File: config.mk
export PLATFORM = sky130hd
export DESIGN_NAME = redundant_brace_pair_finder
export DESIGN_NICKNAME = d
export VERILOG_FILES = /design/src/hdl/brf_pkg.sv /design/src/hdl/brf_stack.sv /design/src/hdl/redundant_brace_pair_finder.sv
export SDC_FILE = /design/constraint.sdc
export NUM_CORES = 1
export LEC_CHECK = 0
export ABC_AREA = 0
export BUFFER_PORTS_ARGS = -buffer_cell sky130_fd_sc_hd__buf_2
export CORE_MARGIN = 2
export CORE_UTILIZATION = 35
export CTS_BUF_LIST = sky130_fd_sc_hd__clkbuf_8
export DETAILED_ROUTE_END_ITERATION = 7
export GPL_ROUTABILITY_DRIVEN = 0
export HOLD_SLACK_MARGIN = 0.12
export SETUP_SLACK_MARGIN = 0.5
export SLEW_MARGIN = 25
export SYNTH_ARGS = -nofsm -noshare
export SYNTH_HDL_FRONTEND = slang
export SYNTH_SLANG_ARGS = --single-unit
File: constraint.sdc
create_clock -name clk -period 5.82 [get_ports clk]
set_clock_uncertainty 0.05 [all_clocks]
set_input_delay 0.291 -clock clk [delete_from_list [all_inputs] [get_ports clk]]
set_output_delay 0.291 -clock clk [all_outputs]
set_load 0.005 [all_outputs]
File: src/hdl/brf_pkg.sv
// shared constants, codes and types of the redundant brace pair finder
package brf_pkg;

	localparam int STACK_DEPTH   = 64;
	localparam int MAX_RANGE_LEN = 65536;
	localparam int FLD_W         = 16;
	localparam int ST_W          = 3;
	localparam int LVL_W         = $clog2(STACK_DEPTH + 1);
	localparam int ADR_W         = $clog2(STACK_DEPTH);
	localparam int POS_W         = $clog2(MAX_RANGE_LEN + 1);

	localparam logic [FLD_W-1:0] CH_LBRACE = 16'h007B;
	localparam logic [FLD_W-1:0] CH_RBRACE = 16'h007D;
	localparam logic [FLD_W-1:0] CH_BSLASH = 16'h005C;

	typedef enum logic [ST_W-1:0] {
		ST_RUNNING   = 3'd0,
		ST_DONE      = 3'd1,
		ST_UNMATCHED = 3'd2,
		ST_UNCLOSED  = 3'd3,
		ST_OVERFLOW  = 3'd4
	} status_t;

	typedef struct packed {
		logic             push;
		logic             pop;
		logic [LVL_W-1:0] lvl;
		logic [LVL_W-1:0] lvl_nxt;
		logic [FLD_W-1:0] wdata;
	} stk_cmd_t;

endpackage

File: src/hdl/brf_stack.sv
// left brace position stack: top two entries in registers, the rest in a memory
module brf_stack (
	input  logic                      clk,
	input  brf_pkg::stk_cmd_t         cmd,
	output logic [brf_pkg::FLD_W-1:0] top_pos
);
	import brf_pkg::*;

	logic [FLD_W-1:0] mem [STACK_DEPTH];
	logic [FLD_W-1:0] top_q;
	logic [FLD_W-1:0] below_q;
	logic [FLD_W-1:0] rd_q;
	logic [LVL_W-1:0] wr_lvl;
	logic [LVL_W-1:0] rd_lvl;
	logic [ADR_W-1:0] wr_adr;
	logic [ADR_W-1:0] rd_adr;
	logic             wr_en;

	assign wr_lvl  = cmd.lvl - LVL_W'(2);
	assign rd_lvl  = cmd.lvl_nxt - LVL_W'(3);
	assign wr_adr  = wr_lvl[ADR_W-1:0];
	assign rd_adr  = rd_lvl[ADR_W-1:0];
	assign wr_en   = cmd.push && (cmd.lvl >= LVL_W'(2));
	assign top_pos = top_q;

	// spill the second entry on push, prefetch the third entry for the next pop
	always_ff @(posedge clk) begin
		if (wr_en) begin
			mem[wr_adr] <= below_q;
		end
		if (wr_en && (wr_adr == rd_adr)) begin
			rd_q <= below_q;
		end else begin
			rd_q <= mem[rd_adr];
		end
	end

	always_ff @(posedge clk) begin
		if (cmd.push) begin
			top_q   <= cmd.wdata;
			below_q <= top_q;
		end else if (cmd.pop) begin
			top_q   <= below_q;
			below_q <= rd_q;
		end
	end

endmodule

File: src/hdl/redundant_brace_pair_finder.sv
// top level of the redundant brace pair finder
//
// input channel: one 16-bit character per word on ch, with first and last
// marking the ends of a text range; accepted when in_valid is high and
// in_stall is low
// output channel: exactly one result word per input word (redundant,
// left_pos, right_pos, status, pair_count); taken when out_valid is high and
// out_stall is low
// the result of a word is registered in the result register, or in the skid
// register while a result waits; throughput: one word per cycle while in_stall
// is low; the brace stack keeps its two top entries in registers and prefetches
// the third from its memory, so a pop or push can follow in every cycle
// a two-entry output (result register plus skid register) keeps accepting
// while one result waits; in_stall rises only when both are full
// reset: all matching state, valid flags and the skid entry clear; stack memory
// needs no clearing, it is only read below the fill level
// a word with last set ends the range: the next word starts a new one
module redundant_brace_pair_finder (
	input  logic                      clk,
	input  logic                      arst_n,
	input  logic [brf_pkg::FLD_W-1:0] ch,
	input  logic                      first,
	input  logic                      last,
	input  logic                      in_valid,
	output logic                      in_stall,
	output logic                      redundant,
	output logic [brf_pkg::FLD_W-1:0] left_pos,
	output logic [brf_pkg::FLD_W-1:0] right_pos,
	output logic [brf_pkg::ST_W-1:0]  status,
	output logic [brf_pkg::FLD_W-1:0] pair_count,
	output logic                      out_valid,
	input  logic                      out_stall
);
	import brf_pkg::*;

	typedef struct packed {
		logic             redundant;
		logic [FLD_W-1:0] left_pos;
		logic [FLD_W-1:0] right_pos;
		status_t          status;
		logic [FLD_W-1:0] pair_count;
	} res_t;

	logic [LVL_W-1:0] lvl_q, lvl_eff, lvl_n;
	logic [POS_W-1:0] pos_q, pos_eff, pos_n;
	logic [POS_W-1:0] pr_q, pr_eff, pr_n;
	logic [FLD_W-1:0] pl_q, pl_eff, pl_n;
	logic [FLD_W-1:0] pairs_q, pairs_eff, pairs_n;
	logic             bsl_q, bsl_eff, bsl_n;
	logic             pv_q, pv_eff, pv_n;
	status_t          err_q, err_eff, err_n;

	logic             acc;
	logic             push, pop;
	logic [FLD_W-1:0] top_pos;
	stk_cmd_t         cmd;
	res_t             res, out_q, skid_q;
	logic             skid_v_q;
	logic             out_take;

	assign acc      = in_valid && !skid_v_q;
	assign in_stall = skid_v_q;
	assign out_take = out_valid && !out_stall;

	always_comb begin
		if (first) begin
			lvl_eff   = '0;
			pos_eff   = '0;
			pr_eff    = '0;
			pl_eff    = '0;
			pairs_eff = '0;
			bsl_eff   = 1'b0;
			pv_eff    = 1'b0;
			err_eff   = ST_RUNNING;
		end else begin
			lvl_eff   = lvl_q;
			pos_eff   = pos_q;
			pr_eff    = pr_q;
			pl_eff    = pl_q;
			pairs_eff = pairs_q;
			bsl_eff   = bsl_q;
			pv_eff    = pv_q;
			err_eff   = err_q;
		end

		lvl_n   = lvl_eff;
		pos_n   = pos_eff;
		pr_n    = pr_eff;
		pl_n    = pl_eff;
		pairs_n = pairs_eff;
		bsl_n   = bsl_eff;
		pv_n    = pv_eff;
		err_n   = err_eff;
		push    = 1'b0;
		pop     = 1'b0;
		res.redundant = 1'b0;
		res.left_pos  = '0;
		res.right_pos = '0;

		if (err_eff == ST_RUNNING) begin
			if (pos_eff >= POS_W'(MAX_RANGE_LEN)) begin
				err_n = ST_OVERFLOW;
			end else begin
				if (ch == CH_LBRACE && !bsl_eff) begin
					if (lvl_eff >= LVL_W'(STACK_DEPTH)) begin
						err_n = ST_OVERFLOW;
					end else begin
						push  = 1'b1;
						lvl_n = lvl_eff + LVL_W'(1);
					end
				end else if (ch == CH_RBRACE && !bsl_eff) begin
					if (lvl_eff == '0) begin
						err_n = ST_UNMATCHED;
					end else begin
						pop   = 1'b1;
						lvl_n = lvl_eff - LVL_W'(1);
						if (pv_eff
								&& ({1'b0, pos_eff} == {1'b0, pr_eff} + (POS_W+1)'(1))
								&& ({1'b0, top_pos} + (FLD_W+1)'(1) == {1'b0, pl_eff})) begin
							res.redundant = 1'b1;
							res.left_pos  = top_pos;
							res.right_pos = pos_eff[FLD_W-1:0];
						end
						pl_n    = top_pos;
						pr_n    = pos_eff;
						pv_n    = 1'b1;
						pairs_n = pairs_eff + FLD_W'(1);
					end
				end
				bsl_n = (ch == CH_BSLASH);
				pos_n = pos_eff + POS_W'(1);
			end
		end

		if (err_n != ST_RUNNING) begin
			res.status = err_n;
		end else if (last) begin
			res.status = (lvl_n != '0) ? ST_UNCLOSED : ST_DONE;
		end else begin
			res.status = ST_RUNNING;
		end
		res.pair_count = pairs_n;

		// range end returns everything to its reset values
		if (last) begin
			lvl_n   = '0;
			pos_n   = '0;
			pr_n    = '0;
			pl_n    = '0;
			pairs_n = '0;
			bsl_n   = 1'b0;
			pv_n    = 1'b0;
			err_n   = ST_RUNNING;
		end
	end

	always_comb begin
		cmd.push    = acc && push;
		cmd.pop     = acc && pop;
		cmd.lvl     = acc ? lvl_eff : lvl_q;
		cmd.lvl_nxt = acc ? lvl_n : lvl_q;
		cmd.wdata   = pos_eff[FLD_W-1:0];
	end

	brf_stack u_stack (
		.clk     (clk),
		.cmd     (cmd),
		.top_pos (top_pos)
	);

	always_ff @(posedge clk or negedge arst_n) begin
		if (!arst_n) begin
			lvl_q   <= '0;
			pos_q   <= '0;
			pr_q    <= '0;
			pl_q    <= '0;
			pairs_q <= '0;
			bsl_q   <= 1'b0;
			pv_q    <= 1'b0;
			err_q   <= ST_RUNNING;
		end else if (acc) begin
			lvl_q   <= lvl_n;
			pos_q   <= pos_n;
			pr_q    <= pr_n;
			pl_q    <= pl_n;
			pairs_q <= pairs_n;
			bsl_q   <= bsl_n;
			pv_q    <= pv_n;
			err_q   <= err_n;
		end
	end

	// result register with one skid entry behind it
	always_ff @(posedge clk or negedge arst_n) begin
		if (!arst_n) begin
			out_valid <= 1'b0;
			skid_v_q  <= 1'b0;
		end else if (out_valid && !out_take) begin
			if (acc) begin
				skid_v_q <= 1'b1;
			end
		end else if (skid_v_q) begin
			out_valid <= 1'b1;
			skid_v_q  <= 1'b0;
		end else begin
			out_valid <= acc;
		end
	end

	always_ff @(posedge clk) begin
		if (out_valid && !out_take) begin
			if (acc) begin
				skid_q <= res;
			end
		end else if (skid_v_q) begin
			out_q <= skid_q;
		end else if (acc) begin
			out_q <= res;
		end
	end

	assign redundant  = out_q.redundant;
	assign left_pos   = out_q.left_pos;
	assign right_pos  = out_q.right_pos;
	assign status     = out_q.status;
	assign pair_count = out_q.pair_count;

endmodule

; Word-level counts from Yosys, hierarchy flattened
; Memories as Yosys holds them, arrays and structs flattened. A register that Yosys moved wholly into a read port is not among the register bits.
; Index checks and enable logic that the tools add are counted.
[totals]
ff_bits = 216
mem_bits_rw = 1024
input_bits = 22
n_memories = 1
[mem_list]
columns = name, depth, word_bits, read_ports, rd_clocked_by_memory_dff, write_ports, line
row1 = u_stack.mem, 64, 16, 1, 1, 1, brf_stack.sv:9  ; logic [FLD_W-1:0] mem [STACK_DEPTH];
[op_classes]
addsub = 8
n_lt_le_gt_ge = 3
n_eq_ne = 6
muxes = 83
n_bitwise = 1
n_reduce_logical = 22
[ops]
columns = op, n
row1 = 16-bit 2-to-1 mux, 18
row2 = 33-bit 2-to-1 mux, 6
row3 = 17-bit 2-to-1 mux, 11
row4 = 52-bit 2-to-1 mux, 2
row5 = 7-bit 2-to-1 mux, 10
row6 = "16-bit by 7-bit == test with 1-bit output, second input constant", 3
row7 = 3-bit 2-to-1 mux, 9
row8 = 1-bit 2-to-1 mux, 25
row9 = "17-bit by 1-bit adder with 18-bit output, second input constant", 1
row10 = 17-bit by 18-bit == test with 1-bit output, 1
row11 = "16-bit by 1-bit adder with 17-bit output, second input constant", 1
row12 = "17-bit by 1-bit adder with 17-bit output, second input constant", 1
row13 = 17-bit by 16-bit == test with 1-bit output, 1
row14 = "17-bit >= comparator, second input constant", 1
row15 = "16-bit by 1-bit adder with 16-bit output, second input constant", 1
row16 = "6-bit by 2-bit subtractor with 6-bit output, second input constant", 2
row17 = 1-bit logical AND, 10
row18 = "7-bit by 1-bit adder with 7-bit output, second input constant", 1
row19 = "7-bit by 2-bit >= comparator with 1-bit output, second input constant", 1
row20 = "7-bit >= comparator, second input constant", 1
row21 = 7-bit logical NOT, 1
row22 = 7-bit nonzero test, 1
row23 = "7-bit by 1-bit subtractor with 7-bit output, second input constant", 1
row24 = 1-bit logical NOT, 4
row25 = 7 further kinds, 10

; Longest topological paths before layout
; Gate-level depths: netlist of the first run.
[depth]
depth_word = 13
mapped_depth = 20

; Cells and area by module
; From an unflattened synthesis of the first run, not the netlist that was laid out.
[unflattened]
cells_unflattened = 2931
hier_area_um2 = 50528.5
[modules_own_cells]
columns = module, instances, cells_per_inst, area_per_inst_um2, seq_area_each_um2
row1 = brf_stack, 1, 1951, 40840.4, 31830.5
row2 = redundant_brace_pair_finder, 1, 980, 9688.0, 5124.9

; Worst setup path before layout of the first run
; OpenSTA, ideal clock, no wires.
[synth_path]
path_kind = input -> register
start = in first
end = reg u_stack.below_q[0] (enable)
setup_time_ps = 461
arrival_ps = 4119
t_required_ps = 5309
path_slack_ps = 1190
path_stages = 10
path_buffers = 5
cell_sequence = clkbuf_1 > buf_2 > buf_2 > buf_2 > nand2b_1 > ha_1 > o211ai_1 > clkbuf_1 > a21oi_1 > nor3_1
[synth_between]
elab_chain_cells = 9
word_cells_on_any_way = 23
classes_between = 2 x order compare / 13 x mux / 8 x reduce/logical
[synth_rtl]
columns = item, line
row1 = start: declaration, redundant_brace_pair_finder.sv:22  ; input logic first,
row2 = branches (longest 8 deep; another with 7-bit >= comparator), --
row3 = 2-bit nonzero test (no source line) (*), --
row4 = end signal: assignment, brf_stack.sv:41  ; below_q <= top_q;
row5 = end signal: assignment, brf_stack.sv:44  ; below_q <= rd_q;
row6 = end: declaration, brf_stack.sv:11  ; logic [FLD_W-1:0] below_q;
; Every way passes the cells marked *.
; A chain may end at the register's enable or synchronous reset.

; Worst setup path after layout of the first run
[layout_path]
start = reg lvl_q[2]
end = reg out_q, in the netlist pair_count[12], data pin
[layout_between]
elab_chain_cells = 9
[layout_rtl]
columns = item, line
row1 = start: declaration, redundant_brace_pair_finder.sv:44  ; logic [LVL_W-1:0] lvl_q, lvl_eff, lvl_n;
row2 = start signal: assignment, redundant_brace_pair_finder.sv:182  ; lvl_q <= lvl_n;
row3 = 7-bit 2-to-1 mux, redundant_brace_pair_finder.sv:66  ; if (first) begin
row4 = 7-bit logical NOT, redundant_brace_pair_finder.sv:112  ; if (lvl_eff == '0) begin
row5 = 16-bit 2-to-1 mux, redundant_brace_pair_finder.sv:112
row6 = 16-bit 2-to-1 mux, redundant_brace_pair_finder.sv:111  ; end else if (ch == CH_RBRACE && !bsl_eff) begin
row7 = 16-bit 2-to-1 mux, redundant_brace_pair_finder.sv:104  ; if (ch == CH_LBRACE && !bsl_eff) begin
row8 = 16-bit 2-to-1 mux, redundant_brace_pair_finder.sv:101  ; if (pos_eff >= POS_W'(MAX_RANGE_LEN)) begin
row9 = 16-bit 2-to-1 mux, redundant_brace_pair_finder.sv:100  ; if (err_eff == ST_RUNNING) begin
row10 = 52-bit 2-to-1 mux, redundant_brace_pair_finder.sv:217  ; end else if (acc) begin
row11 = 52-bit 2-to-1 mux, redundant_brace_pair_finder.sv:215  ; end else if (skid_v_q) begin
row12 = end signal: assignment, redundant_brace_pair_finder.sv:216  ; out_q <= skid_q;
row13 = end signal: assignment, redundant_brace_pair_finder.sv:218  ; out_q <= res;
row14 = end: declaration, redundant_brace_pair_finder.sv:57  ; res_t res, out_q, skid_q;
; Every way passes these cells. The select of a mux whose other input is x is not followed.

==> flow_summary.ini, run 1 <==
[timing]
tightest_slew_ns = 1.06
relSlewSlack_pct = 28.7
min_period_over_period_pct = 68.3
tns_ns = 0
setup_viol_count_final = 0
hold_viol = 0
fmax_ghz = 0.252
rsz0062_at_grt = no
min_period_ns = 3.98
hold_ws_ns = 0.204
fin_ws_ns = 1.84
maxSlewViolCount = 0

[route]
postRouteAntennaNets = 0
via_per_inst = 5.31
drtPass1Iterations = 7
wire_per_inst_um = 24.3
drt_wl_total_um = 123000
drt_iter0_markers = 3003
post-route-drc-count = 0
vias = 26800

[synth]
synthDistinctLibCells = 74
seq_area_frac_synth_pct = 73.0
synth-seq-cells = 1246
syn_area_mm2 = 0.0506
avgSynthCellArea_um2 = 18.7
netlist_instances = 2708
yosysWarnings = 0
synthArstFlopShare_pct = 6.42
synth-edff-count = 1160
synthFlopType = edfxtp_1

[place]
dp_worst_setup_slack_ns = 1.84
dp_hpwl_um = 75300
dpl.cell_count = 4680
io_buffers = 75
dpl_cell_area_mm2 = 0.0540

[worst_hold_path]
min-delay-path-class = input port to flip-flop
hold_depth = 6
hp-start = ch[15]

[finish]
fin_nets = 3030
drive_gt1_share_pct = 25.8
instances_no_fill = 5057
syn2layout_area_growth_pct = 14.5
fin_util_pct = 40.4
n_fill_cell = 12800
post-route-cell-area_mm2 = 0.0579

[critical_path]
timing.rr.end = pair_count[12]$_DFFE_PP_
critical_path.startpoint_type = flip-flop
rrSetupSlack_ns = 1.84
crit_path_end_kind = flip-flop
worstPathRequired_ns = 6.37
rr_worst_depth = 7
cp.arrival_ns = 4.53
worstReg2RegStart = lvl_q[2]$_DFF_PN0_
path_max_fanout = 14
path_class = flip-flop to flip-flop

[job]
cap_violations = 0

[global_routing]
grt_overflow = 0
grt_pass1_wl_um = 182000
grt_max_degree = 91
grtUsageTotal_pct = 16.7
grt_pass1_vias = 27000
grt_antenna_before_repair = 10

[clock_network]
clkSlewWorstSetupHoldPaths_ns = 0.07
htree_levels = 4
cts_tree = yes
cts_buffers = 196
cts_buffer_depth = 3
cts_sinks = 1246
insertion_delay_ns = 0.93
postCtsHoldBufs = 20
cts_setup_buffers = 0
cts_resized = 0
cts-root-buf = clkbuf_8

[outcome]
outcome = finished, final reports clean

[die]
io_pins = 76
die_area_mm2 = 0.148
core_area_mm2 = 0.143
initial_utilization_pct = 35.3
fp-row-count = 139
die_y_um = 384
die_x_um = 384

[pwr]
ir_worst_vdd_mv = 0.231
power_mw = 17.1
power.density_mw_per_mm2 = 296
leakagePower_nw = 15.2
state kept, by name, indices dropped and copies added, names as in the netlist, 3 cells and up, named ones only:
name,count
pl_q,16
u_stack.below_q,16
pr_q,17
left_pos,16
skid_q,52
pairs_q,16
u_stack.mem,1024
err_q,3
lvl_q,7
status,3
pair_count,16
right_pos,16
pos_q,17
u_stack.top_pos,16
cells by family after synthesis:
| kind of cell | share of synthesized area (%) |
|---|---|
| AOI/OAI and AO/OA | 3.71 |
| other | 0.00741 |
| and+or+nand+nor | 5.30 |
| xor gates and xnor gates | 1.07 |
| adders and majority gates | 0.198 |
| buffers and inverters | 1.41 |
| DFF | 73.0 |
| muxes | 15.3 |
synth_stat cells, types with 15 or more instances:
cell type | count | area [um2]
o21ai_0 | 110 | 551
o41ai_1 | 33 | 289
nor2_1 | 166 | 623
a31oi_1 | 15 | 93.8
dfrtp_1 | 80 | 2000
xor2_1 | 15 | 131
buf_1 | 36 | 135
nand2_1 | 218 | 818
o31ai_1 | 25 | 188
nand3_1 | 30 | 150
nor3_1 | 23 | 115
a21oi_1 | 19 | 95.1
nand4_1 | 24 | 150
inv_1 | 31 | 116
nor2b_1 | 21 | 131
xnor2_1 | 47 | 412
edfxtp_1 | 1160 | 34800
clkbuf_1 | 109 | 409
mux4_2 | 336 | 7570
a22o_1 | 16 | 140
where the power goes:
group	internal [mW]	leakage (nW)	switching [mW]
Sequential	9.72	8.08	0.0362
Clock	3.50	2.13	3.49
Combinational	0.157	4.99	0.247
Total	13.4	15.2	3.77
layout by cell type (no fill, tap or decap), types with 8 or more instances in the layout:
cell and n:
a21oi_1 18, a22o_1 16, a31oi_1 15, and2_1 10
buf_12 11, buf_2 74, buf_4 106, clkbuf_8 197
clkinv_1 45, clkinv_2 12, conb_1 32, dfrtp_1 79
dlygate4sd3_1 21, edfxtp_1 1160, ha_1 8, inv_1 105
mux2_2 10, mux4_2 336, nand2_1 218, nand2b_1 9
nand3_1 29, nand4_1 24, nor2_1 146, nor2_2 17
nor2b_1 21, nor3_1 22, nor4_1 14, o211ai_1 9
o21ai_0 110, o31ai_1 25, o41ai_1 33, or3_1 8
xnor2_1 47, xor2_1 15
routing by layer:
metal | routed length (um) | vias up | global-route usage, %
met3 | 8480 | 205 | 3.33
li1 | - | 11600 | -
met5 | 0 | - | 0
met1 | 54100 | 14000 | 23.9
met2 | 57500 | 1014 | 25.8
met4 | 2990 | 0 | 4.97
worst max-delay path: stages, from the launching register on:
cell      delay [ns]
dfrtp_1         0.78
nor4_1          0.21
o211ai_1        0.71
nand4_1         0.61
nor4_2          0.78
and3_1          0.28
xnor2_1         0.16
o31ai_1         0.09
worst max path at each step:
stage | startpoint | end | slack [ns] | cells past startpoint
after floorplan | first | u_stack.below_q[0]$_DFFE_PP_ | 1.19 | 10
after global placement | ch[9] | u_stack.mem[5][15]$_DFFE_PP_ | 1.80 | 9
after detailed placement | ch[9] | u_stack.mem[49][11]$_DFFE_PP_ | 1.84 | 8
after CTS | lvl_q[2]$_DFF_PN0_ | pair_count[12]$_DFFE_PP_ | 1.98 | 7
after global routing | lvl_q[2]$_DFF_PN0_ | pair_count[12]$_DFFE_PP_ | 1.67 | 7
final | lvl_q[2]$_DFF_PN0_ | pair_count[12]$_DFFE_PP_ | 1.84 | 7
area by class of cell:
type                       instances  area (um2)  share of cell area (%)
tap                             1903        2380                    4.11
clock inverter                   152         918                    1.59
timing repair buffer             217        1660                    2.87
antenna                            3        7.51                  0.0130
inverter                          33         124                   0.214
sequential                      1246       37000                    63.8
multi-input combinational       1306       13100                    22.7
clock buffer                     197        2710                    4.68
Power figures use the tool's default switching activity.
==> inputs of run 2 (changes only) <==
ABC_AREA = 1   (was 0)
clock period = 3.2 ns   (was 5.82 ns; I/O delays follow)
==> run 2 against run 1 <==
Against the previous run:
- global-route usage up 3.4 points
- via count up 40%
- largest cell class unchanged
- sequential power up 81%
- sequential share of layout area down 4.5 points
- first-iteration DRC count up 32%
- combinational power down 2%
- design area up 7.5%
- register-to-register slack worse by 1.4 ns
- non-clock buffer count up 243
- critical endpoint is now u_stack.below_q[3]$_DFFE_PP_
==> flow_summary.ini, run 2 <==
[global_routing]
use_met3_pct = 3.98
grt_pass1_wl_um = 230000
grt_overflow = 0
grtUsageMet1_pct = 27.3
grt_util_met2_pct = 32.1
grtUsageTotal_pct = 20.0
grt-busiest-layer = met2
grt_max_degree = 121
grt_pass1_vias = 35900
grt_antenna_before_repair = 4

[route]
drtPass1Iterations = 8
postRouteAntennaNets = 0
vias = 37700
wire_per_inst_um = 22.8
post-route-drc-count = 0
via_per_inst = 5.44
drt_iter0_markers = 3972
drt_wl_total_um = 158000

[critical_path]
path_buf_inv = 3
critPathSlowestCell = o21ai_0
path_common_cell = o21ai_0
crit_path_max_incr_delay_ns = 0.54
path_max_fanout = 63
worstPathRequired_ns = 3.79
path_class = flip-flop to flip-flop
setup.worst_path.end = u_stack.below_q[3]$_DFFE_PP_
rrSetupSlack_ns = 0.41
rr_worst_depth = 11
path_depth = 11
timing.rr.end = u_stack.below_q[3]$_DFFE_PP_
crit_path_end_kind = flip-flop
cp.arrival_ns = 3.38
crit_path_cell_trace = inv_16 > buf_12 > buf_4 > o21ai_0 > o22ai_1 > o21ai_0 > o221ai_1 > nand3_1 > nand2_1 > nand2_1 > o21ai_0
critical_path.startpoint_type = flip-flop
cpLargestDelayFamily = compound AO/OA/AOI/OAI gates

[finish]
multiInputGateArea_mm2 = 0.0140
post-route-cell-area_mm2 = 0.0623
final_common_cell = edfxtp_1
syn2layout_area_growth_pct = 19.6
top_regs = u_stack.mem: 1024 flops, skid_q: 52 flops
drive_gt1_share_pct = 17.2
largest_register = u_stack.mem
n_fill_cell = 13600
largest_reg_flops = 1024
fin_nets = 4873
final_cell_mix = edfxtp_1, nor2_1, o21ai_0
regArea_mm2 = 0.0370

[synth]
synth-seq-cells = 1246
synth_commonest_cells = edfxtp_1, nor2_1, o21ai_0
netlist_instances = 4434
yosysWarnings = 0
yosysTopAreaCell = edfxtp_1
synthDistinctLibCells = 50
seq_area_frac_synth_pct = 71.0
synthFlopType = edfxtp_1
synthArstFlopShare_pct = 6.42
synth-edff-count = 1160
synth_top_area_share_pct = 66.9
syn_area_mm2 = 0.0521
synthTopCellsByArea = edfxtp_1, o21ai_0, nor2_1
avgSynthCellArea_um2 = 11.7
synth_most_common_cell = edfxtp_1

[clock_network]
htree_levels = 4
insertion_delay_ns = 0.94
cts_buffer_depth = 3
cts-root-buf = clkbuf_8
cts_tree = yes
cts_sinks = 1246
cts_buffers = 196
clkSlewWorstSetupHoldPaths_ns = 0.06

[pwr]
ir_worst_vdd_mv = 0.425
power.density_mw_per_mm2 = 487
power_mw = 30.3
leakagePower_nw = 18.3

[place]
io_buffers = 75
dpl_cell_area_mm2 = 0.0571
dp_hpwl_um = 95800

[timing]
min_period_over_period_pct = 87.3
hold_viol = 0
rsz0062_at_grt = yes
tns_ns = 0
relSlewSlack_pct = 23.4
maxSlewViolCount = 0
fmax_ghz = 0.358
tightest_slew_ns = 1.15
min_period_ns = 2.79
setup_viol_count_final = 0

[die]
initial_utilization_pct = 35.3
fp-row-count = 141
die_y_um = 390
io_pins = 76
die_area_mm2 = 0.152
core_area_mm2 = 0.148
die_x_um = 390

[worst_hold_path]
min-delay-path-class = input port to flip-flop

[outcome]
outcome = finished, final reports clean

[job]
cap_violations = 0
## run 2: cell types whose count changed in the layout (fill, tap and decap cells not counted), sizes merged, moves of 173 or more
cell and change:
buf +223, mux4 -336, nand2 +173, nor2 +716, o21ai +613, o22ai +283
## run 2: cells by family after synthesis
logic type / Yosys count / synth area share [%]
AO/OA/AOI/OAI: 1156 / 12.6
adder cells (fa/ha/maj): 8 / 0.192
XOR/XNOR: 52 / 0.889
AND/OR/NAND/NOR: 1500 / 11.8
other: 1 / 0.00720
flip-flops: 1246 / 71.0
buffers and inverters: 471 / 3.58
## run 2: power by group
part	internal [mW]	total (mW)	switching, mW
Clock	5.92	12.2	6.32
Sequential	17.7	17.7	0.0256
Combinational	0.119	0.396	0.277
## run 2: stage by stage
step / setup WS (ns) / utilization, % / hold WS (ns) / instances
4_1_cts: 0.429 / 41.5 / 0.121 / 6893
6_report: 0.407 / 42.2 / 0.157 / 6925
3_5_place_dp: 0.155 / 38.7 / 0.215 / 6502
5_1_grt: 0.391 / 42.2 / 0.163 / 6925
2_1_floorplan: 0.262 / - / -0.186 / 4465
3_3_place_gp: 0.150 / 38.7 / 0.222 / 6502
## run 2: how the worst min path moves through the flow
stage,from,to,slack (ns),cells past startpoint
3_3_place_gp,arst_n,pl_q[15]$_DFFE_PN0P_,0.22,1
6_report,last,pairs_q[12]$_DFFE_PN0P_,0.16,5
2_1_floorplan,arst_n,bsl_q$_DFFE_PN0P_,-0.19,0
3_5_place_dp,arst_n,pl_q[7]$_DFFE_PN0P_,0.22,1
4_1_cts,ch[11],lvl_q[0]$_DFF_PN0_,0.12,11
5_1_grt,last,pairs_q[12]$_DFFE_PN0P_,0.16,5
## run 2: what timing repair did
item | 4_1_cts | 5_1_grt
setup buffers | 3 | 17
endpoints found under the hold margin | 329 | 0
cloned | 4 | 13
pin swaps | 7 | 29
hold buffers | 35 | 0
resized for setup | 90 | 162
endpoints found under the setup margin | 1066 | 1088
## run 2: final cells by class
class / instances / area share [%]
Antenna cell: 1 / 0.00402
Clock inverter: 151 / 1.18
Clock buffer: 198 / 4.38
Inverter: 191 / 1.21
Sequential cell: 1246 / 59.4
Tap cell: 1930 / 3.88
Multi-Input combinational cell: 2748 / 22.5
Timing Repair Buffer: 460 / 7.44
## run 2: worst min-delay path, cell delays in order
cell	delay, ns
dlygate4sd3_1	0.54
buf_2	0.16
nor2_4	0.10
nand2_1	0.07
o21ai_1	0.05
## run 2: layer usage
metal	up-vias	share of wire, %
li1	16900	-
met1	18600	42
met2	1850	47
met3	268	8.6
met4	2	2.8
met5	-	0.0076
